==> src/hw/rtl/mtep_pkg.sv <==
// ----------------------------------------------------------------------------
// MIDI track event parser package
// Shared types, codes and constants of the track event parser.
// ----------------------------------------------------------------------------
package mtep_pkg;

   localparam int unsigned LEN_W = 28;

   localparam int unsigned VLQ_MAX_BYTES = 4;
   localparam logic [2:0]  VLQ_LIMIT     = 3'(VLQ_MAX_BYTES);

   localparam logic [7:0] STATUS_CHAN_MAX = 8'hEF;
   localparam logic [7:0] STATUS_SYSEX    = 8'hF0;
   localparam logic [7:0] STATUS_ESCAPE   = 8'hF7;
   localparam logic [7:0] STATUS_META     = 8'hFF;
   localparam logic [7:0] STATUS_NONE     = 8'h00;
   localparam logic [7:0] META_END_TRACK  = 8'h2F;

   localparam logic [2:0] KIND_CHANNEL = 3'd0;
   localparam logic [2:0] KIND_META    = 3'd1;
   localparam logic [2:0] KIND_SYSEX   = 3'd2;
   localparam logic [2:0] KIND_PAYLOAD = 3'd3;
   localparam logic [2:0] KIND_SYSTEM  = 3'd4;

   typedef enum logic [2:0] {
      PH_DELTA   = 3'd0,
      PH_STATUS  = 3'd1,
      PH_DATA1   = 3'd2,
      PH_DATA2   = 3'd3,
      PH_MTYPE   = 3'd4,
      PH_LEN     = 3'd5,
      PH_PAYLOAD = 3'd6
   } phase_type;

   typedef struct packed {
      logic [2:0]       kind;
      logic [LEN_W-1:0] delta_ticks;
      logic [7:0]       status_byte;
      logic [7:0]       meta_kind;
      logic [6:0]       data_first;
      logic [6:0]       data_second;
      logic [LEN_W-1:0] payload_length;
      logic [7:0]       payload_value;
      logic             last_of_event;
      logic             track_end;
      logic             fault;
   } rsp_type;

endpackage

==> src/hw/rtl/mtep_if.sv <==
// ----------------------------------------------------------------------------
// MIDI track event parser channels
// Valid/ready channels for track bytes and for parsed event results.
// ----------------------------------------------------------------------------
interface mtep_req_if;
   logic       valid;
   logic       ready;
   logic [7:0] track_byte;

   modport source (output valid, output track_byte, input ready);
   modport sink   (input valid, input track_byte, output ready);
endinterface

interface mtep_rsp_if;
   logic        valid;
   logic        ready;
   logic [2:0]  kind;
   logic [27:0] delta_ticks;
   logic [7:0]  status_byte;
   logic [7:0]  meta_kind;
   logic [6:0]  data_first;
   logic [6:0]  data_second;
   logic [27:0] payload_length;
   logic [7:0]  payload_value;
   logic        last_of_event;
   logic        track_end;
   logic        fault;

   modport source (
      output valid, output kind, output delta_ticks, output status_byte,
      output meta_kind, output data_first, output data_second,
      output payload_length, output payload_value, output last_of_event,
      output track_end, output fault, input ready
   );
   modport sink (
      input valid, input kind, input delta_ticks, input status_byte,
      input meta_kind, input data_first, input data_second,
      input payload_length, input payload_value, input last_of_event,
      input track_end, input fault, output ready
   );
endinterface

==> src/hw/rtl/mtep_in_reg.sv <==
// ----------------------------------------------------------------------------
// MIDI track event parser input register
// Holds one accepted track byte until the parse stage takes it.
// ----------------------------------------------------------------------------
module mtep_in_reg (
   input  logic         clock,
   input  logic         reset,
   mtep_req_if.sink     req_chan,
   input  logic         advance,
   output logic         held_valid,
   output logic [7:0]   held_byte
);
   logic       valid_ff;
   logic       valid_in;
   logic [7:0] byte_ff;
   logic       take;

   assign req_chan.ready = !valid_ff || advance;
   assign take           = req_chan.valid && req_chan.ready;

   always_comb begin
      valid_in = valid_ff;
      if (take) begin
         valid_in = 1'b1;
      end else if (advance) begin
         valid_in = 1'b0;
      end
   end

   always_ff @(posedge clock) begin
      if (reset) begin
         valid_ff <= 1'b0;
      end else begin
         valid_ff <= valid_in;
      end
   end

   always_ff @(posedge clock) begin
      if (take) begin
         byte_ff <= req_chan.track_byte;
      end
   end

   assign held_valid = valid_ff;
   assign held_byte  = byte_ff;
endmodule

==> src/hw/rtl/mtep_parse.sv <==
// ----------------------------------------------------------------------------
// MIDI track event parser decode stage
// Holds the parse state and turns one track byte into at most one result.
// ----------------------------------------------------------------------------
module mtep_parse (
   input  logic            clock,
   input  logic            reset,
   input  logic            step_valid,
   input  logic [7:0]      step_byte,
   output logic            res_valid,
   output mtep_pkg::rsp_type res
);
   import mtep_pkg::*;

   phase_type        phase_ff, phase_in;
   logic [LEN_W-1:0] vlq_acc_ff, vlq_acc_in;
   logic [1:0]       vlq_count_ff, vlq_count_in;
   logic [LEN_W-1:0] delta_ff, delta_in;
   logic [7:0]       running_ff, running_in;
   logic [7:0]       current_ff, current_in;
   logic [7:0]       meta_ff, meta_in;
   logic [6:0]       first_ff, first_in;
   logic [LEN_W-1:0] remain_ff, remain_in;

   logic [LEN_W-1:0] vlq_base;
   logic [LEN_W-1:0] vlq_value;
   logic             vlq_more;
   logic             one_data_run;
   logic             one_data_cur;
   logic [LEN_W-1:0] remain_dec;
   logic             is_data;
   logic             is_chan_status;
   logic             is_sysex;
   logic             produce;
   logic             is_meta;
   logic             has_len;

   assign vlq_base     = (vlq_count_ff == 2'd0) ? '0 : vlq_acc_ff;
   assign vlq_value    = {vlq_base[LEN_W-8:0], step_byte[6:0]};
   assign vlq_more     = step_byte[7] && (({1'b0, vlq_count_ff} + 3'd1) < VLQ_LIMIT);
   assign one_data_run = (running_ff[7:5] == 3'b110);
   assign one_data_cur = (current_ff[7:5] == 3'b110);
   assign remain_dec   = remain_ff - LEN_W'(1);
   assign is_data      = !step_byte[7];
   assign is_chan_status = (step_byte <= STATUS_CHAN_MAX);
   assign is_sysex     = (step_byte == STATUS_SYSEX) || (step_byte == STATUS_ESCAPE);

   always_comb begin
      phase_in = phase_ff;
      unique case (phase_ff)
         PH_STATUS: begin
            if (is_data) begin
               if (running_ff == STATUS_NONE || one_data_run) begin
                  phase_in = PH_DELTA;
               end else begin
                  phase_in = PH_DATA2;
               end
            end else if (is_chan_status) begin
               phase_in = PH_DATA1;
            end else if (step_byte == STATUS_META) begin
               phase_in = PH_MTYPE;
            end else if (is_sysex) begin
               phase_in = PH_LEN;
            end else begin
               phase_in = PH_DELTA;
            end
         end
         PH_DATA1: phase_in = one_data_cur ? PH_DELTA : PH_DATA2;
         PH_DATA2: phase_in = PH_DELTA;
         PH_MTYPE: phase_in = PH_LEN;
         PH_LEN: begin
            if (!vlq_more) begin
               phase_in = (vlq_value == '0) ? PH_DELTA : PH_PAYLOAD;
            end
         end
         PH_PAYLOAD: begin
            if (remain_dec == '0) begin
               phase_in = PH_DELTA;
            end
         end
         default: phase_in = vlq_more ? PH_DELTA : PH_STATUS;
      endcase
   end

   always_comb begin
      vlq_acc_in   = vlq_acc_ff;
      vlq_count_in = vlq_count_ff;
      delta_in     = delta_ff;
      running_in   = running_ff;
      current_in   = current_ff;
      meta_in      = meta_ff;
      first_in     = first_ff;
      remain_in    = remain_ff;
      case (phase_ff)
         PH_STATUS: begin
            if (is_data) begin
               if (running_ff != STATUS_NONE) begin
                  current_in = running_ff;
                  if (!one_data_run) begin
                     first_in = step_byte[6:0];
                  end
               end
            end else begin
               current_in = step_byte;
               if (is_chan_status) begin
                  running_in = step_byte;
               end else if (step_byte != STATUS_META) begin
                  meta_in = '0;
                  if (is_sysex) begin
                     vlq_count_in = '0;
                  end
               end
            end
         end
         PH_DATA1: begin
            if (!one_data_cur) begin
               first_in = step_byte[6:0];
            end
         end
         PH_DATA2: begin
         end
         PH_MTYPE: begin
            meta_in      = step_byte;
            vlq_count_in = '0;
         end
         PH_LEN: begin
            vlq_acc_in   = vlq_value;
            vlq_count_in = vlq_more ? (vlq_count_ff + 2'd1) : 2'd0;
            if (!vlq_more) begin
               remain_in = vlq_value;
            end
         end
         PH_PAYLOAD: remain_in = remain_dec;
         default: begin
            vlq_acc_in   = vlq_value;
            vlq_count_in = vlq_more ? (vlq_count_ff + 2'd1) : 2'd0;
            if (!vlq_more) begin
               delta_in = vlq_value;
            end
         end
      endcase
   end

   always_comb begin
      produce           = 1'b0;
      res               = '0;
      res.delta_ticks   = delta_ff;
      case (phase_ff)
         PH_STATUS: begin
            if (is_data) begin
               if (running_ff == STATUS_NONE) begin
                  produce           = 1'b1;
                  res.kind          = KIND_CHANNEL;
                  res.status_byte   = STATUS_NONE;
                  res.data_first    = step_byte[6:0];
                  res.last_of_event = 1'b1;
                  res.fault         = 1'b1;
               end else if (one_data_run) begin
                  produce           = 1'b1;
                  res.kind          = KIND_CHANNEL;
                  res.status_byte   = running_ff;
                  res.data_first    = step_byte[6:0];
                  res.last_of_event = 1'b1;
               end
            end else if (!is_chan_status && step_byte != STATUS_META && !is_sysex) begin
               produce           = 1'b1;
               res.kind          = KIND_SYSTEM;
               res.status_byte   = step_byte;
               res.last_of_event = 1'b1;
            end
         end
         PH_DATA1: begin
            if (one_data_cur) begin
               produce           = 1'b1;
               res.kind          = KIND_CHANNEL;
               res.status_byte   = current_ff;
               res.data_first    = step_byte[6:0];
               res.last_of_event = 1'b1;
            end
         end
         PH_DATA2: begin
            produce           = 1'b1;
            res.kind          = KIND_CHANNEL;
            res.status_byte   = current_ff;
            res.data_first    = first_ff;
            res.data_second   = step_byte[6:0];
            res.last_of_event = 1'b1;
         end
         PH_LEN: begin
            if (!vlq_more) begin
               produce            = 1'b1;
               res.kind           = (current_ff == STATUS_META) ? KIND_META : KIND_SYSEX;
               res.status_byte    = current_ff;
               res.payload_length = vlq_value;
               res.last_of_event  = (vlq_value == '0);
            end
         end
         PH_PAYLOAD: begin
            produce            = 1'b1;
            res.kind           = KIND_PAYLOAD;
            res.status_byte    = current_ff;
            res.payload_length = vlq_acc_ff;
            res.payload_value  = step_byte;
            res.last_of_event  = (remain_dec == '0);
         end
         default: begin
         end
      endcase
      is_meta = (res.status_byte == STATUS_META) &&
                (res.kind == KIND_META || res.kind == KIND_PAYLOAD);
      has_len = (res.kind == KIND_META || res.kind == KIND_SYSEX ||
                 res.kind == KIND_PAYLOAD);
      if (is_meta) begin
         res.meta_kind = meta_ff;
      end
      if (!has_len) begin
         res.payload_length = '0;
      end
      res.track_end = res.last_of_event && is_meta && (meta_ff == META_END_TRACK);
   end

   assign res_valid = step_valid && produce;

   always_ff @(posedge clock) begin
      if (reset) begin
         phase_ff     <= PH_DELTA;
         vlq_acc_ff   <= '0;
         vlq_count_ff <= '0;
         delta_ff     <= '0;
         running_ff   <= '0;
         current_ff   <= '0;
         meta_ff      <= '0;
         first_ff     <= '0;
         remain_ff    <= '0;
      end else if (step_valid) begin
         phase_ff     <= phase_in;
         vlq_acc_ff   <= vlq_acc_in;
         vlq_count_ff <= vlq_count_in;
         delta_ff     <= delta_in;
         running_ff   <= running_in;
         current_ff   <= current_in;
         meta_ff      <= meta_in;
         first_ff     <= first_in;
         remain_ff    <= remain_in;
      end
   end
endmodule

==> src/hw/rtl/mtep_out_reg.sv <==
// ----------------------------------------------------------------------------
// MIDI track event parser result register
// Holds one result until the downstream side takes the transfer.
// ----------------------------------------------------------------------------
module mtep_out_reg (
   input  logic              clock,
   input  logic              reset,
   input  logic              load,
   input  mtep_pkg::rsp_type load_data,
   output logic              free,
   mtep_rsp_if.source        rsp_chan
);
   import mtep_pkg::*;

   logic    valid_ff;
   logic    valid_in;
   rsp_type data_ff;

   assign free = !valid_ff || rsp_chan.ready;

   always_comb begin
      valid_in = valid_ff;
      if (load) begin
         valid_in = 1'b1;
      end else if (rsp_chan.ready) begin
         valid_in = 1'b0;
      end
   end

   always_ff @(posedge clock) begin
      if (reset) begin
         valid_ff <= 1'b0;
      end else begin
         valid_ff <= valid_in;
      end
   end

   always_ff @(posedge clock) begin
      if (load) begin
         data_ff <= load_data;
      end
   end

   assign rsp_chan.valid          = valid_ff;
   assign rsp_chan.kind           = data_ff.kind;
   assign rsp_chan.delta_ticks    = data_ff.delta_ticks;
   assign rsp_chan.status_byte    = data_ff.status_byte;
   assign rsp_chan.meta_kind      = data_ff.meta_kind;
   assign rsp_chan.data_first     = data_ff.data_first;
   assign rsp_chan.data_second    = data_ff.data_second;
   assign rsp_chan.payload_length = data_ff.payload_length;
   assign rsp_chan.payload_value  = data_ff.payload_value;
   assign rsp_chan.last_of_event  = data_ff.last_of_event;
   assign rsp_chan.track_end      = data_ff.track_end;
   assign rsp_chan.fault          = data_ff.fault;
endmodule

==> src/hw/rtl/midi_track_event_parser_top.sv <==
// ----------------------------------------------------------------------------
// MIDI track event parser
// Splits a track chunk body into channel, meta, sysex, system and payload results.
// ----------------------------------------------------------------------------
// The parser takes one track byte per clock cycle while the result channel
// keeps up. A byte is captured in an input register and decoded against the
// parse state once the result register is free, and any result it causes is
// registered in the result register and shown on the result channel. The
// parse state is updated as each byte is decoded; a stalled result channel
// holds the input side once both the input and result registers are full.
// Delta times and lengths are decoded as variable-length numbers of up to four bytes.
module midi_track_event_parser_top (
   input  logic       clock,
   input  logic       reset,
   mtep_req_if.sink   req_chan,
   mtep_rsp_if.source rsp_chan
);
   import mtep_pkg::*;

   logic       held_valid;
   logic [7:0] held_byte;
   logic       advance;
   logic       res_valid;
   rsp_type    res;
   logic       out_free;

   assign advance = held_valid && out_free;

   mtep_in_reg u_in_reg (
      .clock      (clock),
      .reset      (reset),
      .req_chan   (req_chan),
      .advance    (advance),
      .held_valid (held_valid),
      .held_byte  (held_byte)
   );

   mtep_parse u_parse (
      .clock      (clock),
      .reset      (reset),
      .step_valid (advance),
      .step_byte  (held_byte),
      .res_valid  (res_valid),
      .res        (res)
   );

   mtep_out_reg u_out_reg (
      .clock     (clock),
      .reset     (reset),
      .load      (res_valid),
      .load_data (res),
      .free      (out_free),
      .rsp_chan  (rsp_chan)
   );

`ifndef NO_ASSERTIONS
   a_fault_shape: assert property (@(posedge clock) disable iff (reset)
      rsp_chan.valid && rsp_chan.fault |->
         rsp_chan.kind == KIND_CHANNEL && rsp_chan.status_byte == STATUS_NONE &&
         rsp_chan.last_of_event)
      else $error("fault result has wrong shape");

   a_track_end: assert property (@(posedge clock) disable iff (reset)
      rsp_chan.valid && rsp_chan.track_end |->
         rsp_chan.last_of_event && rsp_chan.meta_kind == META_END_TRACK &&
         rsp_chan.status_byte == STATUS_META)
      else $error("end of track flag on a non-meta result");

   a_kind_range: assert property (@(posedge clock) disable iff (reset)
      rsp_chan.valid |-> rsp_chan.kind <= KIND_SYSTEM)
      else $error("result kind out of range");

   a_held_byte: assert property (@(posedge clock) disable iff (reset)
      held_valid && !advance |=> held_valid && $stable(held_byte))
      else $error("pending input byte lost or overwritten");
`endif
endmodule
==> src/flat_wrapper.sv <==
// flat-port wrapper written by rule: the top's interface ports become plain ports
module midi_track_event_parser_top_flat import mtep_pkg::*;
  (clock, reset, req_chan_valid, req_chan_track_byte, req_chan_ready, rsp_chan_valid, rsp_chan_kind, rsp_chan_delta_ticks, rsp_chan_status_byte, rsp_chan_meta_kind, rsp_chan_data_first, rsp_chan_data_second, rsp_chan_payload_length, rsp_chan_payload_value, rsp_chan_last_of_event, rsp_chan_track_end, rsp_chan_fault, rsp_chan_ready);
  mtep_req_if req_chan_i ();
  mtep_rsp_if rsp_chan_i ();
  input  logic clock;
  input  logic reset;
  input wire logic [$bits(req_chan_i.valid)-1:0] req_chan_valid;
  input wire logic [$bits(req_chan_i.track_byte)-1:0] req_chan_track_byte;
  output wire logic [$bits(req_chan_i.ready)-1:0] req_chan_ready;
  output wire logic [$bits(rsp_chan_i.valid)-1:0] rsp_chan_valid;
  output wire logic [$bits(rsp_chan_i.kind)-1:0] rsp_chan_kind;
  output wire logic [$bits(rsp_chan_i.delta_ticks)-1:0] rsp_chan_delta_ticks;
  output wire logic [$bits(rsp_chan_i.status_byte)-1:0] rsp_chan_status_byte;
  output wire logic [$bits(rsp_chan_i.meta_kind)-1:0] rsp_chan_meta_kind;
  output wire logic [$bits(rsp_chan_i.data_first)-1:0] rsp_chan_data_first;
  output wire logic [$bits(rsp_chan_i.data_second)-1:0] rsp_chan_data_second;
  output wire logic [$bits(rsp_chan_i.payload_length)-1:0] rsp_chan_payload_length;
  output wire logic [$bits(rsp_chan_i.payload_value)-1:0] rsp_chan_payload_value;
  output wire logic [$bits(rsp_chan_i.last_of_event)-1:0] rsp_chan_last_of_event;
  output wire logic [$bits(rsp_chan_i.track_end)-1:0] rsp_chan_track_end;
  output wire logic [$bits(rsp_chan_i.fault)-1:0] rsp_chan_fault;
  input wire logic [$bits(rsp_chan_i.ready)-1:0] rsp_chan_ready;
  assign req_chan_i.valid = req_chan_valid;
  assign req_chan_i.track_byte = req_chan_track_byte;
  assign req_chan_ready = req_chan_i.ready;
  assign rsp_chan_valid = rsp_chan_i.valid;
  assign rsp_chan_kind = rsp_chan_i.kind;
  assign rsp_chan_delta_ticks = rsp_chan_i.delta_ticks;
  assign rsp_chan_status_byte = rsp_chan_i.status_byte;
  assign rsp_chan_meta_kind = rsp_chan_i.meta_kind;
  assign rsp_chan_data_first = rsp_chan_i.data_first;
  assign rsp_chan_data_second = rsp_chan_i.data_second;
  assign rsp_chan_payload_length = rsp_chan_i.payload_length;
  assign rsp_chan_payload_value = rsp_chan_i.payload_value;
  assign rsp_chan_last_of_event = rsp_chan_i.last_of_event;
  assign rsp_chan_track_end = rsp_chan_i.track_end;
  assign rsp_chan_fault = rsp_chan_i.fault;
  assign rsp_chan_i.ready = rsp_chan_ready;
  midi_track_event_parser_top u_core (.clock(clock), .reset(reset), .req_chan(req_chan_i), .rsp_chan(rsp_chan_i));
endmodule
==> config.mk <==
export PLATFORM = sky130hd
export DESIGN_NAME = midi_track_event_parser_top_flat
export DESIGN_NICKNAME = d
export VERILOG_FILES = /design/src/hw/rtl/mtep_pkg.sv /design/src/hw/rtl/mtep_if.sv /design/src/hw/rtl/mtep_in_reg.sv /design/src/hw/rtl/mtep_parse.sv /design/src/hw/rtl/mtep_out_reg.sv /design/src/hw/rtl/midi_track_event_parser_top.sv /design/src/flat_wrapper.sv
export SDC_FILE = /design/constraint.sdc
export NUM_CORES = 1
export LEC_CHECK = 0
export BUFFER_PORTS_ARGS = -buffer_cell sky130_fd_sc_hd__buf_2
export CAP_MARGIN = 15
export CORE_MARGIN = 2
export CORE_UTILIZATION = 55
export CTS_BUF_LIST = sky130_fd_sc_hd__clkbuf_2 sky130_fd_sc_hd__clkbuf_4 sky130_fd_sc_hd__clkbuf_8
export CTS_CLUSTER_DIAMETER = 150
export DETAILED_ROUTE_END_ITERATION = 7
export PLACE_DENSITY = 0.86
export SETUP_SLACK_MARGIN = 0.5
export SYNTH_ARGS = -nofsm -noshare
export SYNTH_HDL_FRONTEND = slang
export SYNTH_SLANG_ARGS = --single-unit
==> constraint.sdc <==
create_clock -name clock -period 5.45 [get_ports clock]
set_clock_uncertainty 0.05 [all_clocks]
set_input_delay 0.2725 -clock clock [delete_from_list [all_inputs] [get_ports clock]]
set_output_delay 0.2725 -clock clock [all_outputs]
set_load 0.005 [all_outputs]
==> reports/metrics.csv <==
metric,value,unit
async_flop_share,0,
die-area,19500,um^2
route.detailed.drc,0,
setup_viol,0,
syn_to_final_growth,14.5,%
placed_area,10800,um^2
grt_overflow,0,
ff2ff_setup_slack,1720,ps
synth_edf_count,108,
grt_max_degree,90,
synthFlopType,dfxtp_1,
outcome,completed,
cts_root_buf,clkbuf_8,
wl_per_cell,18.3,um
first_pass_iters,5,
drtIter0Drc,1239,
dp_slack,1740,ps
period_needed,3730,ps
ys_seq_area_frac,0.561,
antenna_cells,0,
rsz0062_at_grt,false,
slew_headroom,0.372,
start_kind,flip-flop,
cp_data_arrival_time,3890,ps
netlist.area_leader.share,0.320,
route.vias.total,8444,
pin_count,114,
grtUsageTotal,0.257,
hold_class,primary input to flip-flop,
r2r_start,u_core.u_parse.phase_ff[0],
fillers,1354,
routed_wl,25500,um
path_class,flip-flop to flip-flop,
htree_levels,2,
postCtsSetupBuffers,0,
clockBufferDepth,3,
grt_pass1_vias,7690,
r2r_end,u_core.u_out_reg.rsp_chan.delta_ticks[17],
fmax,0.268,GHz
nets,1152,
critPathCaptureType,flip-flop,
synthTopCellsByArea,"edfxtp_1, dfxtp_1, nand2_1, a21oi_1, nor2_1",
hpwl,16700,um
pwr_density_cell,304,nW/um^2
cts_resized,0,
grt_first_pass_wirelength,40800,um
synthCells,1040,
fin_ws,1720,ps
reg2reg_depth,7,
clock_sinks,230,
synth.avg_cell_area,9.75,um^2
worst_pin_slew,940,ps
antenna_found_initial,0,
die_y,140,um
tns,0,ps
rows,49,
cts_tree,built,
gp_congestion,0.962,
finalCritPeriodShare,0.684,
clock_latency,530,ps
peakVddDrop,0.000257,V
yosys_warnings,0,
drive_gt1_frac,0.182,
fp.coreArea,18000,um^2
leakagePower,4.12,nW
numPortBuffers,113,
cp.required,5610,ps
yosys.area.top_type,edfxtp_1,
slew_viol_final,0,
synth_fp_nets,1056,
die_x,140,um
holdPathStages,4,
start_util,0.563,
ys_ff_latch,230,
netlist_area,10100,um^2
maxCapViolations,0,
hold_end,u_core.u_out_reg.rsp_chan.valid,
detail-route-antenna-nets,0,
clk_pin_slew,60,ps
crit_fanout,65,
cts_made_buffers,37,
drt-vias-per-instance,6.06,
min_from,rsp_chan_ready,
hold_violations,0,
synth.distinct_cells,66,
hold_buffers,9,
fin_area,11600,um^2
[per-stage QoR]
stage | hold slack, ps | instances | util | power, W
finish | 57.2 | 1393 | 0.644 | 0.00353
global route | 96.6 | 1393 | 0.644 | 0.00364
CTS | 40.8 | 1392 | 0.644 | 0.00353
detailed placement | 370 | 1316 | 0.598 | 0.00208
global placement | 363 | 1316 | 0.598 | 0.00207
floorplan | 321 | 1040 | - | 0.00201
[Yosys cell counts, drive strengths merged (5+ instances only)]
library cell	count
mux2i	22
o21ai	40
a221oi	5
nor4	23
nand3	22
nand2	159
a22oi	8
a22o	37
a211oi	22
nand4	8
or4	5
clkbuf	66
o22ai	6
and2	27
edfxtp	108
inv	17
a31oi	6
nor3	26
a21o	5
dfxtp	122
nor2b	28
nor2	100
a21oi	105
buf	14
[placed cells by master (no fill, tap or decap), drive strengths merged, types with 22 or more instances in the layout]
cell type  synthesis  routed
a211oi            22      22
a21oi            105     105
a22o              37      37
and2              27      27
buf               14     128
clkbuf            66      59
dfxtp            122     122
edfxtp           108     108
mux2i             22      22
nand2            159     159
nand3             22      22
nor2             100     100
nor2b             28      28
nor3              26      26
nor4              23      23
o21ai             40      40
[power by group]
part           switching (W)  internal, W  total [W]
clock network       0.000666     0.000808    0.00147
registers          0.0000341      0.00183    0.00186
logic               0.000125    0.0000623   0.000187
total               0.000825      0.00270    0.00353
[state kept, by name, summed over array words and instances (netlist names), 7 cells and up]
name                                      cells
u_core.u_parse.vlq_acc_ff                    28
u_core.u_parse.meta_ff                        8
u_core.u_out_reg.rsp_chan.meta_kind           8
u_core.u_out_reg.rsp_chan.data_first          7
u_core.u_out_reg.rsp_chan.payload_value       8
u_core.u_parse.running_ff                     8
u_core.u_parse.current_ff                     8
u_core.u_out_reg.rsp_chan.payload_length     28
u_core.u_out_reg.rsp_chan.status_byte         8
u_core.u_parse.delta_ff                      28
u_core.u_parse.remain_ff                     28
u_core.u_out_reg.rsp_chan.data_second         7
u_core.u_in_reg.held_byte                     8
u_core.u_out_reg.rsp_chan.delta_ticks        28
u_core.u_parse.first_ff                       7
[area by class of cell]
cell class	count	area, um^2	area share
Multi-Input combinational cell	713	4070	0.350
Timing Repair Buffer	137	778	0.0670
Inverter	17	63.8	0.00549
Sequential cell	230	5690	0.489
Clock inverter	8	40.0	0.00345
Tap cell	229	287	0.0247
Clock buffer	59	693	0.0597
[worst max-delay path, cell delays in order (launching register included)]
cell	delay [ps]
dfxtp_1	540
or3b_1	620
nor4_4	550
nor2_1	90
o21ai_0	240
nand2b_1	170
and2_4	750
buf_4	380
[logic make-up (layout without fill, tap and decap cells)]
kind of cell | after synthesis | in the layout | share of synthesized area
XOR/XNOR | 5 | 5 | 0.00432
adder cells (fa/ha/maj) | 4 | 4 | 0.00493
flip-flops | 230 | 230 | 0.561
AND/OR/NAND/NOR | 420 | 420 | 0.204
AO/OA/AOI/OAI | 261 | 261 | 0.165
buffers and inverters | 97 | 221 | 0.0391
multiplexers | 23 | 23 | 0.0228
[worst max path at each step]
| stage | end | start | slack, ps | cells after the start |
|---|---|---|---|---|
| 3_3_place_gp | u_core.u_out_reg.rsp_chan.payload_length[4] | u_core.u_parse.phase_ff[0] | 1830 | 7 |
| 3_5_place_dp | u_core.u_out_reg.rsp_chan.payload_length[14] | u_core.u_parse.phase_ff[0] | 1740 | 7 |
| 4_1_cts | u_core.u_out_reg.rsp_chan.delta_ticks[22] | u_core.u_parse.phase_ff[0] | 1700 | 7 |
| 6_report | u_core.u_out_reg.rsp_chan.delta_ticks[17] | u_core.u_parse.phase_ff[0] | 1720 | 7 |
| 5_1_grt | u_core.u_out_reg.rsp_chan.delta_ticks[23] | u_core.u_parse.phase_ff[0] | 1470 | 7 |
| 2_1_floorplan | u_core.u_out_reg.rsp_chan.data_first[0] | u_core.u_parse.running_ff[3] | 890 | 6 |
[per-layer routing]
| layer | vias to the layer above | track usage | wire length (um) |
|---|---|---|---|
| met5 | - | 0 | 0 |
| li1 | 3958 | - | - |
| met2 | 424 | 0.386 | 11500 |
| met1 | 4013 | 0.378 | 11100 |
| met4 | 0 | 0.0784 | 503 |
| met3 | 49 | 0.0520 | 2350 |
Note: power is estimated with default switching activity, not from simulation.
